## config.mk

```make
export PLATFORM = sky130hd
export DESIGN_NAME = uart_pwm_command_decoder
export DESIGN_NICKNAME = d
export VERILOG_FILES = /design/src/rtl/upcd_pkg.sv /design/src/rtl/upcd_frame_walk.sv /design/src/rtl/uart_pwm_command_decoder.sv
export SDC_FILE = /design/constraint.sdc
export NUM_CORES = 1
export LEC_CHECK = 0
export BUFFER_PORTS_ARGS = -buffer_cell sky130_fd_sc_hd__buf_2
export CAP_MARGIN = 10
export CORE_ASPECT_RATIO = 0.7
export CORE_MARGIN = 2
export CORE_UTILIZATION = 57
export CTS_CLUSTER_SIZE = 12
export DETAILED_ROUTE_END_ITERATION = 16
export PLACE_DENSITY = 0.77
export SLEW_MARGIN = 5
export SYNTH_ARGS = -nofsm -noshare
export SYNTH_HDL_FRONTEND = slang
export SYNTH_HIERARCHICAL = 1
export SYNTH_SLANG_ARGS = --single-unit
```

## constraint.sdc

```tcl
create_clock -name clk -period 4.3 [get_ports clk]
set_input_delay 0.43 -clock clk [delete_from_list [all_inputs] [get_ports clk]]
set_output_delay 0.43 -clock clk [all_outputs]
set_load 0.01 [all_outputs]
```

## src/rtl/upcd_pkg.sv

```systemverilog
package upcd_pkg;

  // Special characters of the serial line.
  localparam logic [7:0] BLANK_CHAR = 8'd95;
  localparam logic [7:0] CR_CHAR    = 8'd13;
  localparam logic [7:0] BKSP_CHAR  = 8'd8;

  // Event codes reported with each result.
  localparam logic [2:0] EV_NONE  = 3'd0;
  localparam logic [2:0] EV_OFF   = 3'd1;
  localparam logic [2:0] EV_ON    = 3'd2;
  localparam logic [2:0] EV_QUERY = 3'd3;
  localparam logic [2:0] EV_DUTY  = 3'd4;

  localparam logic [6:0] DUTY_MAX   = 7'd100;
  localparam logic [6:0] DUTY_RESET = 7'd50;

  // Sequencer strobes into the frame walker.
  typedef struct packed {
    logic start;  // clear walker state at the start of a line walk
    logic step;   // consume one stored byte
  } walk_ctl_t;

  // Walker status and the decoded command result.
  typedef struct packed {
    logic       taken;
    logic       err;
    logic [2:0] cmd_event;
    logic [6:0] cmd_duty;
  } walk_stat_t;

endpackage

```

## src/rtl/upcd_frame_walk.sv

```systemverilog
module upcd_frame_walk (
  input  logic                  clk,
  input  logic                  rst_n,
  input  upcd_pkg::walk_ctl_t   ctl,
  input  logic [7:0]            rx_byte,
  input  logic [6:0]            duty_cur,
  output upcd_pkg::walk_stat_t  stat
);

  localparam int STORE_DEPTH = 8;

  logic [2:0] cnt_r;
  logic [2:0] size_r;
  logic       taken_r;
  logic       err_r;
  logic [7:0] frame_r [0:STORE_DEPTH-1];
  logic [7:0] store_r [0:STORE_DEPTH-1];

  logic       is_t;
  logic       size_ok;
  logic [2:0] last_pos;

  function automatic logic [7:0] upcase(input logic [7:0] b);
    logic [7:0] r;
    r = b;
    if (b >= 8'h61 && b <= 8'h7A) begin
      r = b - 8'd32;
    end
    return r;
  endfunction

  assign is_t     = (rx_byte == 8'h54) || (rx_byte == 8'h74);
  assign size_ok  = (rx_byte >= 8'h30) && (rx_byte <= 8'h35);
  assign last_pos = size_r + 3'd2;

  // One byte per step: the same compare unit hunts for the start letter,
  // checks the size digit and finally checks for the closing CR.
  always_ff @(posedge clk) begin
    if (!rst_n || ctl.start) begin
      cnt_r   <= '0;
      taken_r <= 1'b0;
      err_r   <= 1'b0;
      for (int j = 0; j < STORE_DEPTH; j++) begin
        store_r[j] <= upcd_pkg::BLANK_CHAR;
      end
    end else if (ctl.step) begin
      case (cnt_r)
        3'd0: begin
          if (is_t) begin
            cnt_r <= 3'd1;
          end
        end
        3'd1: begin
          if (size_ok) begin
            size_r <= rx_byte[2:0];
            cnt_r  <= 3'd2;
          end else begin
            cnt_r <= '0;
            err_r <= 1'b1;
          end
        end
        default: begin
          if (cnt_r == last_pos) begin
            cnt_r <= '0;
            if (rx_byte == upcd_pkg::CR_CHAR && !taken_r) begin
              taken_r <= 1'b1;
              for (int j = 0; j < STORE_DEPTH; j++) begin
                if (3'(j) < cnt_r) begin
                  store_r[j] <= upcase(frame_r[j]);
                end else if (3'(j) == cnt_r) begin
                  store_r[j] <= upcase(rx_byte);
                end
              end
            end else begin
              err_r <= 1'b1;
            end
          end else begin
            cnt_r <= cnt_r + 3'd1;
          end
        end
      endcase
    end
  end

  always_ff @(posedge clk) begin
    if (ctl.step) begin
      frame_r[cnt_r] <= rx_byte;
    end
  end

  // Command decode over the upper-cased store.
  logic       is_off, is_on, is_q, is_inc, is_dec, num_ok;
  logic [6:0] tens;
  logic [8:0] sum;
  logic [6:0] two_digit;
  logic [2:0] ev;
  logic [6:0] duty;

  assign is_off = {store_r[0], store_r[1], store_r[2], store_r[3], store_r[4], store_r[5],
                   store_r[6]} == "T5D OFF";
  assign is_on  = {store_r[0], store_r[1], store_r[2], store_r[3], store_r[4], store_r[5]}
                  == "T4D ON";
  assign is_q   = {store_r[0], store_r[1], store_r[2], store_r[3], store_r[4]} == "T3D ?";
  assign is_inc = {store_r[0], store_r[1], store_r[2], store_r[3], store_r[4]} == "T3D +";
  assign is_dec = {store_r[0], store_r[1], store_r[2], store_r[3], store_r[4]} == "T3D -";
  assign num_ok = (store_r[4] >= 8'h30) && (store_r[4] <= 8'h39);

  assign tens = ({3'b000, store_r[4][3:0]} << 3) + ({3'b000, store_r[4][3:0]} << 1);
  assign sum  = {2'b00, tens} + {1'b0, store_r[5]};

  always_comb begin
    if (sum < 9'd48) begin
      two_digit = '0;
    end else if (sum > 9'd148) begin
      two_digit = upcd_pkg::DUTY_MAX;
    end else begin
      two_digit = 7'(sum - 9'd48);
    end
  end

  always_comb begin
    ev   = upcd_pkg::EV_NONE;
    duty = duty_cur;
    if (is_off) begin
      ev = upcd_pkg::EV_OFF;
    end else if (is_on) begin
      ev = upcd_pkg::EV_ON;
    end else if (is_q) begin
      ev = upcd_pkg::EV_QUERY;
    end else if (is_inc) begin
      ev = upcd_pkg::EV_DUTY;
      if (duty_cur < upcd_pkg::DUTY_MAX) begin
        duty = duty_cur + 7'd1;
      end
    end else if (is_dec) begin
      ev = upcd_pkg::EV_DUTY;
      if (duty_cur != 7'd0) begin
        duty = duty_cur - 7'd1;
      end
    end else if (num_ok) begin
      ev = upcd_pkg::EV_DUTY;
      if (store_r[1] == 8'h33) begin
        duty = {3'b000, store_r[4][3:0]};
      end else if (store_r[1] == 8'h35) begin
        duty = upcd_pkg::DUTY_MAX;
      end else begin
        duty = two_digit;
      end
    end
  end

  assign stat.taken     = taken_r;
  assign stat.err       = err_r;
  assign stat.cmd_event = ev;
  assign stat.cmd_duty  = duty;

endmodule

```

## src/rtl/uart_pwm_command_decoder.sv

```systemverilog
// Channel   Direction  Handshake            Payload
// in_       input      in_valid/in_stall    in_rx_byte[7:0]
// out_      output     out_valid/out_stall  out_duty_percent[6:0], out_pwm_compare[7:0],
//                                           out_event_res[2:0], out_frame_error
//
// An ordinary byte or a backspace has its result registered at the edge that accepts
// the request.
// A carriage return is accepted in ST_IDLE, then walks min(bytes in the line,
// LINE_DEPTH) entries through the shared frame compare unit in ST_WALK, decodes in
// ST_DECODE and does the PWM compare multiply in ST_FINISH.
// Reset (rst_n low, synchronous) blanks the line buffer, zeroes the write position
// and byte count and sets the duty to 50 percent.
// in_stall is high while a carriage return is in walk, decode or finish and while an
// earlier result waits under out_stall; the result register is held steady until it is taken.
module uart_pwm_command_decoder #(
  parameter int LINE_DEPTH = 8
) (
  input  logic       clk,
  input  logic       rst_n,
  input  logic       in_valid,
  output logic       in_stall,
  input  logic [7:0] in_rx_byte,
  output logic       out_valid,
  input  logic       out_stall,
  output logic [6:0] out_duty_percent,
  output logic [7:0] out_pwm_compare,
  output logic [2:0] out_event_res,
  output logic       out_frame_error
);

  localparam int IDX_W = $clog2(LINE_DEPTH);
  localparam int LEN_W = $clog2(LINE_DEPTH + 1);
  localparam logic [IDX_W-1:0] LAST_IDX = IDX_W'(LINE_DEPTH - 1);
  localparam logic [7:0] DEPTH_B = 8'(LINE_DEPTH);

  // floor(duty * 255 / 100) as duty * 10445 / 4096; exact for duty 0..100.
  localparam logic [20:0] PWM_MUL   = 21'd10445;
  localparam int          PWM_SHIFT = 12;
  localparam logic [7:0]  PWM_RESET = 8'(50 * 255 / 100);

  // Sequencer states.
  localparam logic [1:0] ST_IDLE   = 2'd0;
  localparam logic [1:0] ST_WALK   = 2'd1;
  localparam logic [1:0] ST_DECODE = 2'd2;
  localparam logic [1:0] ST_FINISH = 2'd3;

  logic [1:0]       state_r;
  logic [7:0]       line_buf_r [0:LINE_DEPTH-1];
  logic [IDX_W-1:0] wp_r;
  logic [7:0]       br_r;
  logic [IDX_W-1:0] idx_r;
  logic [LEN_W-1:0] len_r;
  logic [6:0]       duty_r;
  logic [7:0]       pwm_r;
  logic [2:0]       event_r;

  logic             out_valid_r;
  logic [6:0]       out_duty_r;
  logic [7:0]       out_pwm_r;
  logic [2:0]       out_event_r;
  logic             out_err_r;

  logic             in_acc;
  logic             out_take;
  logic             is_bksp;
  logic             is_cr;
  logic [IDX_W-1:0] wp_inc;
  logic [IDX_W-1:0] wp_dec;
  logic [7:0]       br_inc;
  logic [LEN_W-1:0] line_len;
  logic             walk_last;
  logic [20:0]      pwm_prod;

  upcd_pkg::walk_ctl_t  wctl;
  upcd_pkg::walk_stat_t wstat;

  // Requests are taken only by an idle sequencer whose result register is free or
  // being emptied in this cycle.
  assign out_take = out_valid_r && !out_stall;
  assign in_stall = !((state_r == ST_IDLE) && (!out_valid_r || !out_stall));
  assign in_acc   = in_valid && !in_stall;

  assign is_bksp = (in_rx_byte == upcd_pkg::BKSP_CHAR);
  assign is_cr   = (in_rx_byte == upcd_pkg::CR_CHAR);
  assign wp_inc  = (wp_r == LAST_IDX) ? '0 : wp_r + IDX_W'(1);
  assign wp_dec  = (wp_r != '0) ? wp_r - IDX_W'(1) : '0;
  assign br_inc  = (br_r == 8'hFF) ? br_r : br_r + 8'd1;

  // The walk covers at most LINE_DEPTH entries, starting at entry zero.
  assign line_len  = (br_inc > DEPTH_B) ? LEN_W'(LINE_DEPTH) : br_inc[LEN_W-1:0];
  assign walk_last = (LEN_W'(idx_r) + LEN_W'(1)) == len_r;

  assign pwm_prod = 21'(duty_r) * PWM_MUL;

  assign wctl.start = in_acc && is_cr && !is_bksp;
  assign wctl.step  = (state_r == ST_WALK);

  upcd_frame_walk u_walk (
    .clk      (clk),
    .rst_n    (rst_n),
    .ctl      (wctl),
    .rx_byte  (line_buf_r[idx_r]),
    .duty_cur (duty_r),
    .stat     (wstat)
  );

  // Line buffer. An accepted command blanks the whole line.
  always_ff @(posedge clk) begin
    if (!rst_n || (state_r == ST_DECODE && wstat.taken)) begin
      for (int i = 0; i < LINE_DEPTH; i++) begin
        line_buf_r[i] <= upcd_pkg::BLANK_CHAR;
      end
    end else if (in_acc) begin
      if (is_bksp) begin
        line_buf_r[wp_dec] <= upcd_pkg::BLANK_CHAR;
      end else begin
        line_buf_r[wp_r] <= in_rx_byte;
      end
    end
  end

  // Sequencer and line bookkeeping.
  always_ff @(posedge clk) begin
    if (!rst_n) begin
      state_r <= ST_IDLE;
      wp_r    <= '0;
      br_r    <= '0;
      idx_r   <= '0;
      len_r   <= '0;
      duty_r  <= upcd_pkg::DUTY_RESET;
      pwm_r   <= PWM_RESET;
      event_r <= upcd_pkg::EV_NONE;
    end else begin
      case (state_r)
        ST_IDLE: begin
          if (in_acc) begin
            if (is_bksp) begin
              wp_r <= wp_dec;
              if (br_r != 8'd0) begin
                br_r <= br_r - 8'd1;
              end
            end else if (is_cr) begin
              wp_r    <= '0;
              br_r    <= '0;
              idx_r   <= '0;
              len_r   <= line_len;
              state_r <= ST_WALK;
            end else begin
              wp_r <= wp_inc;
              br_r <= br_inc;
            end
          end
        end
        ST_WALK: begin
          idx_r <= idx_r + IDX_W'(1);
          if (walk_last) begin
            state_r <= ST_DECODE;
          end
        end
        ST_DECODE: begin
          if (wstat.taken) begin
            duty_r  <= wstat.cmd_duty;
            event_r <= wstat.cmd_event;
          end else begin
            event_r <= upcd_pkg::EV_NONE;
          end
          state_r <= ST_FINISH;
        end
        ST_FINISH: begin
          pwm_r   <= pwm_prod[PWM_SHIFT+7:PWM_SHIFT];
          state_r <= ST_IDLE;
        end
        default: begin
          state_r <= ST_IDLE;
        end
      endcase
    end
  end

  // Result register. A carriage return posts its result from the finish cycle; the
  // register is known to be empty by then because the request was taken only when it
  // was free or draining.
  always_ff @(posedge clk) begin
    if (!rst_n) begin
      out_valid_r <= 1'b0;
    end else if ((in_acc && !is_cr) || state_r == ST_FINISH) begin
      out_valid_r <= 1'b1;
    end else if (out_take) begin
      out_valid_r <= 1'b0;
    end
  end

  always_ff @(posedge clk) begin
    if (state_r == ST_FINISH) begin
      out_duty_r  <= duty_r;
      out_pwm_r   <= pwm_prod[PWM_SHIFT+7:PWM_SHIFT];
      out_event_r <= event_r;
      out_err_r   <= wstat.err;
    end else if (in_acc && !is_cr) begin
      out_duty_r  <= duty_r;
      out_pwm_r   <= pwm_r;
      out_event_r <= upcd_pkg::EV_NONE;
      out_err_r   <= 1'b0;
    end
  end

  assign out_valid        = out_valid_r;
  assign out_duty_percent = out_duty_r;
  assign out_pwm_compare  = out_pwm_r;
  assign out_event_res    = out_event_r;
  assign out_frame_error  = out_err_r;

  // The result register must be free when a line walk posts its result.
  assert property (@(posedge clk) disable iff (!rst_n)
    (state_r == ST_FINISH) |-> !out_valid_r)
    else $error("line result would overwrite a pending result");

  // The duty never leaves its 0..100 range.
  assert property (@(posedge clk) disable iff (!rst_n)
    duty_r <= upcd_pkg::DUTY_MAX)
    else $error("duty out of range");

  // The walk index stays inside the walked length.
  assert property (@(posedge clk) disable iff (!rst_n)
    (state_r == ST_WALK) |-> (LEN_W'(idx_r) < len_r))
    else $error("walk index beyond line length");

  // An ordinary byte or a backspace yields a plain result in the next cycle.
  assert property (@(posedge clk) disable iff (!rst_n)
    (in_acc && !is_cr) |=> (out_valid_r && out_event_r == upcd_pkg::EV_NONE && !out_err_r))
    else $error("plain byte did not post a plain result");

  // The stored compare value tracks the duty while idle.
  assert property (@(posedge clk) disable iff (!rst_n)
    (state_r == ST_IDLE) |-> (pwm_r == pwm_prod[PWM_SHIFT+7:PWM_SHIFT]))
    else $error("PWM compare value out of step with duty");

endmodule

```

## Word-level counts from Yosys, hierarchy flattened

Memory sizes are Yosys's and may differ from the RTL's. A register that Yosys moved wholly into a read port is not among the register bits.
Cells that the tools add are included.

| cells by class | value |
|---|---|
| add/sub/neg operators | 22 |
| $mul | 1 |
| div/mod/pow operators | 0 |
| order comparisons | 34 |
| equality and inequality tests | 37 |
| shift operators | 0 |
| muxes and demuxes | 307 |
| bitwise operators | 22 |
| reductions and logical operators | 54 |

Operator list:

| operator | number |
|---|---|
| $mux 8 | 129 |
| $mux 1 | 135 |
| $eq 40x39->1 const B | 3 |
| $mux 7 | 11 |
| $ge 8x7->1 const B | 9 |
| $le 8x7->1 const B | 9 |
| $sub 8x6->8 const B | 9 |
| $mux 3 | 22 |
| $eq 56x55->1 const B | 1 |
| $eq 48x47->1 const B | 1 |
| $eq 8x4->1 const B | 3 |
| $mul 7x14->20 const B | 1 |
| $reduce_and 4->1 | 5 |
| $logic_and 1x1->1 | 19 |
| $eq 8x6->1 const B | 2 |
| $eq 8x7->1 const B | 2 |
| $ge 8x6->1 const B | 2 |
| $le 8x6->1 const B | 2 |
| $reduce_or 8->1 | 2 |
| $or 1x1->1 | 15 |
| $ne 2x2->1 const B | 7 |
| $eq 3x3->1 const A | 4 |
| $lt 3x3->1 const A | 4 |
| $pmux 3 s2 | 2 |
| 46 further kinds | 78 |

| storage, ports and cells | value |
|---|---|
| register bits | 66 |
| bits in latches | 0 |
| bits in writable memories | 192 |
| memory bits (read-only) | 0 |
| bits of input ports | 12 |
| logic and storage cells | 497 |
| memories kept | 3 |

Memories:

| memory | words | bits a word | read ports | clocked after Yosys merged registers in | write ports | line | RTL |
|---|---|---|---|---|---|---|---|
| line_buf_r | 8 | 8 | 1 | 1 | 8 | uart_pwm_command_decoder.sv:48 | `logic [7:0] line_buf_r [0:LINE_DEPTH-1];` |
| u_walk.frame_r | 8 | 8 | 8 | 0 | 1 | upcd_frame_walk.sv:16 | `logic [7:0] frame_r [0:STORE_DEPTH-1];` |
| u_walk.store_r | 8 | 8 | 7 | 0 | 8 | upcd_frame_walk.sv:17 | `logic [7:0] store_r [0:STORE_DEPTH-1];` |

## Longest topological paths before layout

An unclocked memory read counts as a cell.

| depth | value |
|---|---|
| word-level depth | 12 |
| mapped depth | 15 |
| gate-level depth less buffers | 15 |

## Cells and area by module

Netlist, hierarchy kept.

Modules (own cells, without submodules):

| module | instances | cells an instance | area an instance (sq um) |
|---|---|---|---|
| uart_pwm_command_decoder | 1 | 723 | 7,469.7 |
| upcd_frame_walk | 1 | 559 | 6,321.1 |

## Least setup slack after synthesis

Ideal clock, no wire load.

| path | value |
|---|---|
| kind | register to register |
| start | reg with a tool-made name |
| end | mem u_walk.store_r[3][0] (netlist: u_walk/store_r[0][24]), enable pin |
| arrival | 3.919 ns |
| setup slack | 0.005 ns |
| cell stages (with the launch flop) | 12 |
| buffers on the path | 3 |
| cell sequence | dfxtp_1 > clkbuf_1 > buf_2 > mux4_2 > mux2_2 > or3_1 > or4_1 > or3_4 > nor2_4 > nand2_2 > buf_2 > o211ai_1 |

RTL lines:

| what | line |
|---|---|
| end: declaration | upcd_frame_walk.sv:17 |

## Worst setup path in the final report

| path | value |
|---|---|
| start | reg duty_r[4] |
| end | reg out_pwm_r[5] (netlist: out_pwm_compare[5]) (data pin) |

| between the ends | value |
|---|---|
| longest elaborated chain between the ends | 2 |

RTL lines:

| what | line | RTL |
|---|---|---|
| start: declaration | uart_pwm_command_decoder.sv:53 | `logic [6:0] duty_r;` |
| start signal: assignment | uart_pwm_command_decoder.sv:130 | `duty_r <= upcd_pkg::DUTY_RESET;` |
| start signal: assignment | uart_pwm_command_decoder.sv:162 | `duty_r <= wstat.cmd_duty;` |
| $mul 7x14->20 | uart_pwm_command_decoder.sv:93 | `assign pwm_prod = 21'(duty_r) * PWM_MUL;` |
| $mux 8 | uart_pwm_command_decoder.sv:194 | `if (state_r == ST_FINISH) begin` |
| end signal: assignment | uart_pwm_command_decoder.sv:196 | `out_pwm_r <= pwm_prod[PWM_SHIFT+7:PWM_SHIFT];` |
| end signal: assignment | uart_pwm_command_decoder.sv:201 | `out_pwm_r <= pwm_r;` |
| end: declaration | uart_pwm_command_decoder.sv:59 | `logic [7:0] out_pwm_r;` |

No other way between the ends.
A chain may end at the register's enable or synchronous reset.

==> results by group <==
Run status
  – Status: finished clean

Placed design
  – I/O Buffers: 32
  – GPL Wtd Cong: 0.8971
  – Dpl cell area: 0.01441 mm²
  – HPWL Detailed: 23470 µm
  – Placed Instances: 1622

Global route
  – Initial antenna violation count: 0
  – Pin count of the biggest net entering global routing: 31
  – First-pass GRT wire length: 51890 µm
  – Global Route Usage Sum: 25.63%
  – Grt total ovfl: 0
  – Vias in the first global route: 9829

Setup path
  – R2R depth: 14
  – Critical path arrival: 4.27 ns
  – Worst Setup Start Kind: flip-flop
  – CP required: 4.56 ns
  – Crit Path Class: flip-flop to flip-flop
  – Worst setup path end: out_pwm_compare[5]
  – Reg2reg setup slack: 0.29 ns
  – Crit Reg-Reg Startpoint: duty_r[4]
  – FF-to-FF End: out_pwm_compare[5]
  – Crit path max fanout: 5
  – Critical path origin: duty_r[4]
  – Crit end category: flip-flop

Final layout
  – Total Nets Final: 1445
  – Number of diodes: 0
  – Fraction of layout cells with a size suffix above 1: 12.44%
  – Final non-filler cell total: 1669
  – Most frequent cells in the layout: 198 x edfxtp_1, 165 x nand2_1, 93 x nor2_1
  – Multi-input gate area: 0.006404 mm²
  – FF+latch area: 0.006887 mm²
  – Area grow syn2layout: 9.971%
  – Commonest non-fill, non-tap cell in the layout: edfxtp_1
  – # fillers: 1850
  – Fin area: 0.01517 mm²

Power
  – Pleak: 5.207 nW
  – Pwr/cell area: 328.4 mW/mm²
  – Design Power: 4.981 mW
  – Worst VDD drop: 0.2734 mV

Floorplan
  – Starting Density: 58.19%
  – I/O pins: 33
  – Height of the die: 134.1 µm
  – Die Width: 189.9 µm
  – Placement Rows: 47
  – Die ar.: 0.02547 mm²
  – Core area: 0.02370 mm²

Yosys
  – Ys flop type: edfxtp_1
  – Mapped Cells: 1282
  – Post-synthesis register bit count: 245
  – Average size of a mapped cell: 10.76 µm²
  – Syn Nets: 1395
  – Synth cell types: 103
  – Synth warnings: 6
  – FFs w/ async S/R, synth: 0%
  – Number of flops mapped to enable cells by yosys: 198
  – Seq/Total Area, Yosys: 49.94%
  – Synthesized cell area: 0.01379 mm²

Clocking
  – Root buf cell: clkbuf_16
  – Post-cts resize count: 0
  – H-tree depth: 1
  – Setup bufs post-CTS: 0
  – Number of CTS-inserted buffers: 25
  – Clk slew on worst S/H paths: 0.06 ns
  – CTS tree: yes
  – Clock Path Buffers: 3
  – Clock sink count: 245
  – CTS Hold Buffers Added: 0
  – Worst-Skew Late Latency: 0.54 ns

Timing
  – Pins Over Slew Limit: 0
  – Max Freq: 0.2495 GHz
  – Final worst path period need: 4.008 ns
  – Setup_tns: 0 ns
  – Setup violators final: 0
  – Worst Tran Pin Value: 0.9941 ns
  – Period utilization: 93.20%
  – RSZ-0062 raised after global routing: no
  – Hold Fails Final Rpt: 0
  – Slew margin rel.: 33.56%
  – Clock skew: 0.02496 ns

Drt
  – Initial DRC count: 1133
  – Total wire length: 32430 µm
  – DR vias/cell: 6.210
  – Via count: 10364
  – Remaining antenna violation count: 0
  – Drt first pass iters: 6
  – WL per Instance: 19.43 µm
  – # DRC: 0

Worst hold path
  – Hold Path Origin: out_stall
  – Hold depth: 3
  – Hold Path Class: input pin to flip-flop

Flow run
  – Max_cap viols: 0
==> critical path, cell delays in order (launching register included) <==
cell     delay (ns)
dfxtp_1        0.36
ha_1           0.33
inv_1          0.06
fa_1           0.50
inv_1          0.05
ha_1           0.27
inv_1          0.05
fa_1           0.51
inv_1          0.04
ha_1           0.33
a21o_1         0.17
a221o_1        0.35
a31oi_1        0.32
mux2i_1        0.27
nand3_1        0.10
==> synth_stat cells (all sizes together) (9+ instances only) <==
library cell  number  area share (%)
a31oi             15            0.73
o21ai             61             2.2
nor4              17            0.93
ha                89             8.1
a21oi             75             2.8
clkbuf            29            0.80
mux2              12            0.98
o211ai            10            0.54
buf               19            0.90
fa                12             1.7
nor3              29             1.1
nand2            167             4.6
mux4              16             2.6
nor2b             17            0.79
and3              21            0.96
nand4             15            0.73
a21o               9            0.49
or3               31             1.4
nand3             38             1.4
or2               11            0.50
edfxtp           198              43
or4               12            0.73
dfxtp             47             6.8
o22ai              9            0.41
nor2              95             2.7
inv               70             1.9
xnor2             10            0.64
==> area by class of cell <==
cell class | instances | area share, %
Sequential cell | 245 | 45.41
Multi-Input combinational cell | 918 | 42.22
Clock buffer | 41 | 4.587
Timing Repair Buffer | 71 | 3.053
Tap cell | 318 | 2.624
Inverter | 71 | 1.757
Clock inverter | 5 | 0.3465
==> flip-flops by register name, indices dropped and copies added (netlist names), 2 cells and up, named ones only <==
| register | cells |
|---|---|
| u_walk/store_r | 56 |
| u_walk/frame_r | 56 |
| br_r | 8 |
| line_buf_r | 64 |
| u_walk/cnt_r | 3 |
| event_r | 3 |
| u_walk/size_r | 3 |
| duty_r | 7 |
| out_pwm_compare | 8 |
| state_r | 2 |
| len_r | 4 |
| wp_r | 3 |
| out_event_res | 3 |
| idx_r | 3 |
| pwm_r | 8 |
| out_duty_percent | 7 |
==> logic make-up after synthesis <==
| group | Yosys count | share of synthesized area [%] |
|---|---|---|
| XOR/XNOR | 18 | 1.143 |
| multiplexers | 33 | 3.956 |
| AO/OA/AOI/OAI | 251 | 11.79 |
| buffers and inverters | 119 | 3.629 |
| adder cells (fa/ha/maj) | 101 | 9.817 |
| flip-flops | 245 | 49.94 |
| AND/OR/NAND/NOR | 515 | 19.72 |
==> layer usage <==
metal | wire length, µm | GRT usage [%] | up-vias
met1 | 14850 | 38.92 | 4971
met2 | 14360 | 39.38 | 452
li1 | - | - | 4883
met4 | 570 | 5.168 | 0
met3 | 2642 | 3.925 | 58
met5 | 0 | 0 | -
==> worst min-delay path by stage <==
stage                    to
2_1_floorplan      pwm_r[3]
3_3_place_gp   u_walk/err_r
3_5_place_dp       pwm_r[4]
4_1_cts           out_valid
5_1_grt           out_valid
6_report          out_valid
==> through the flow <==
step | util (%) | setup slack [ns] | hold WS, ns
after floorplan | - | 0.004788 | 0.4396
after global placement | 60.82 | 0.4596 | 0.4496
after detailed placement | 60.82 | 0.3330 | 0.4595
after CTS | 63.97 | 0.3024 | 0.2119
after global routing | 63.99 | 0.07794 | 0.2521
final | 63.99 | 0.2923 | 0.2171
==> where the power goes <==
group / switching [mW] / total, mW / internal, mW
logic: 0.217 / 0.316 / 0.0990
clock network: 0.877 / 2.04 / 1.16
registers: 0.0283 / 2.63 / 2.60
total: 1.12 / 4.98 / 3.86
Note: power is estimated with default switching activity, not from simulation.
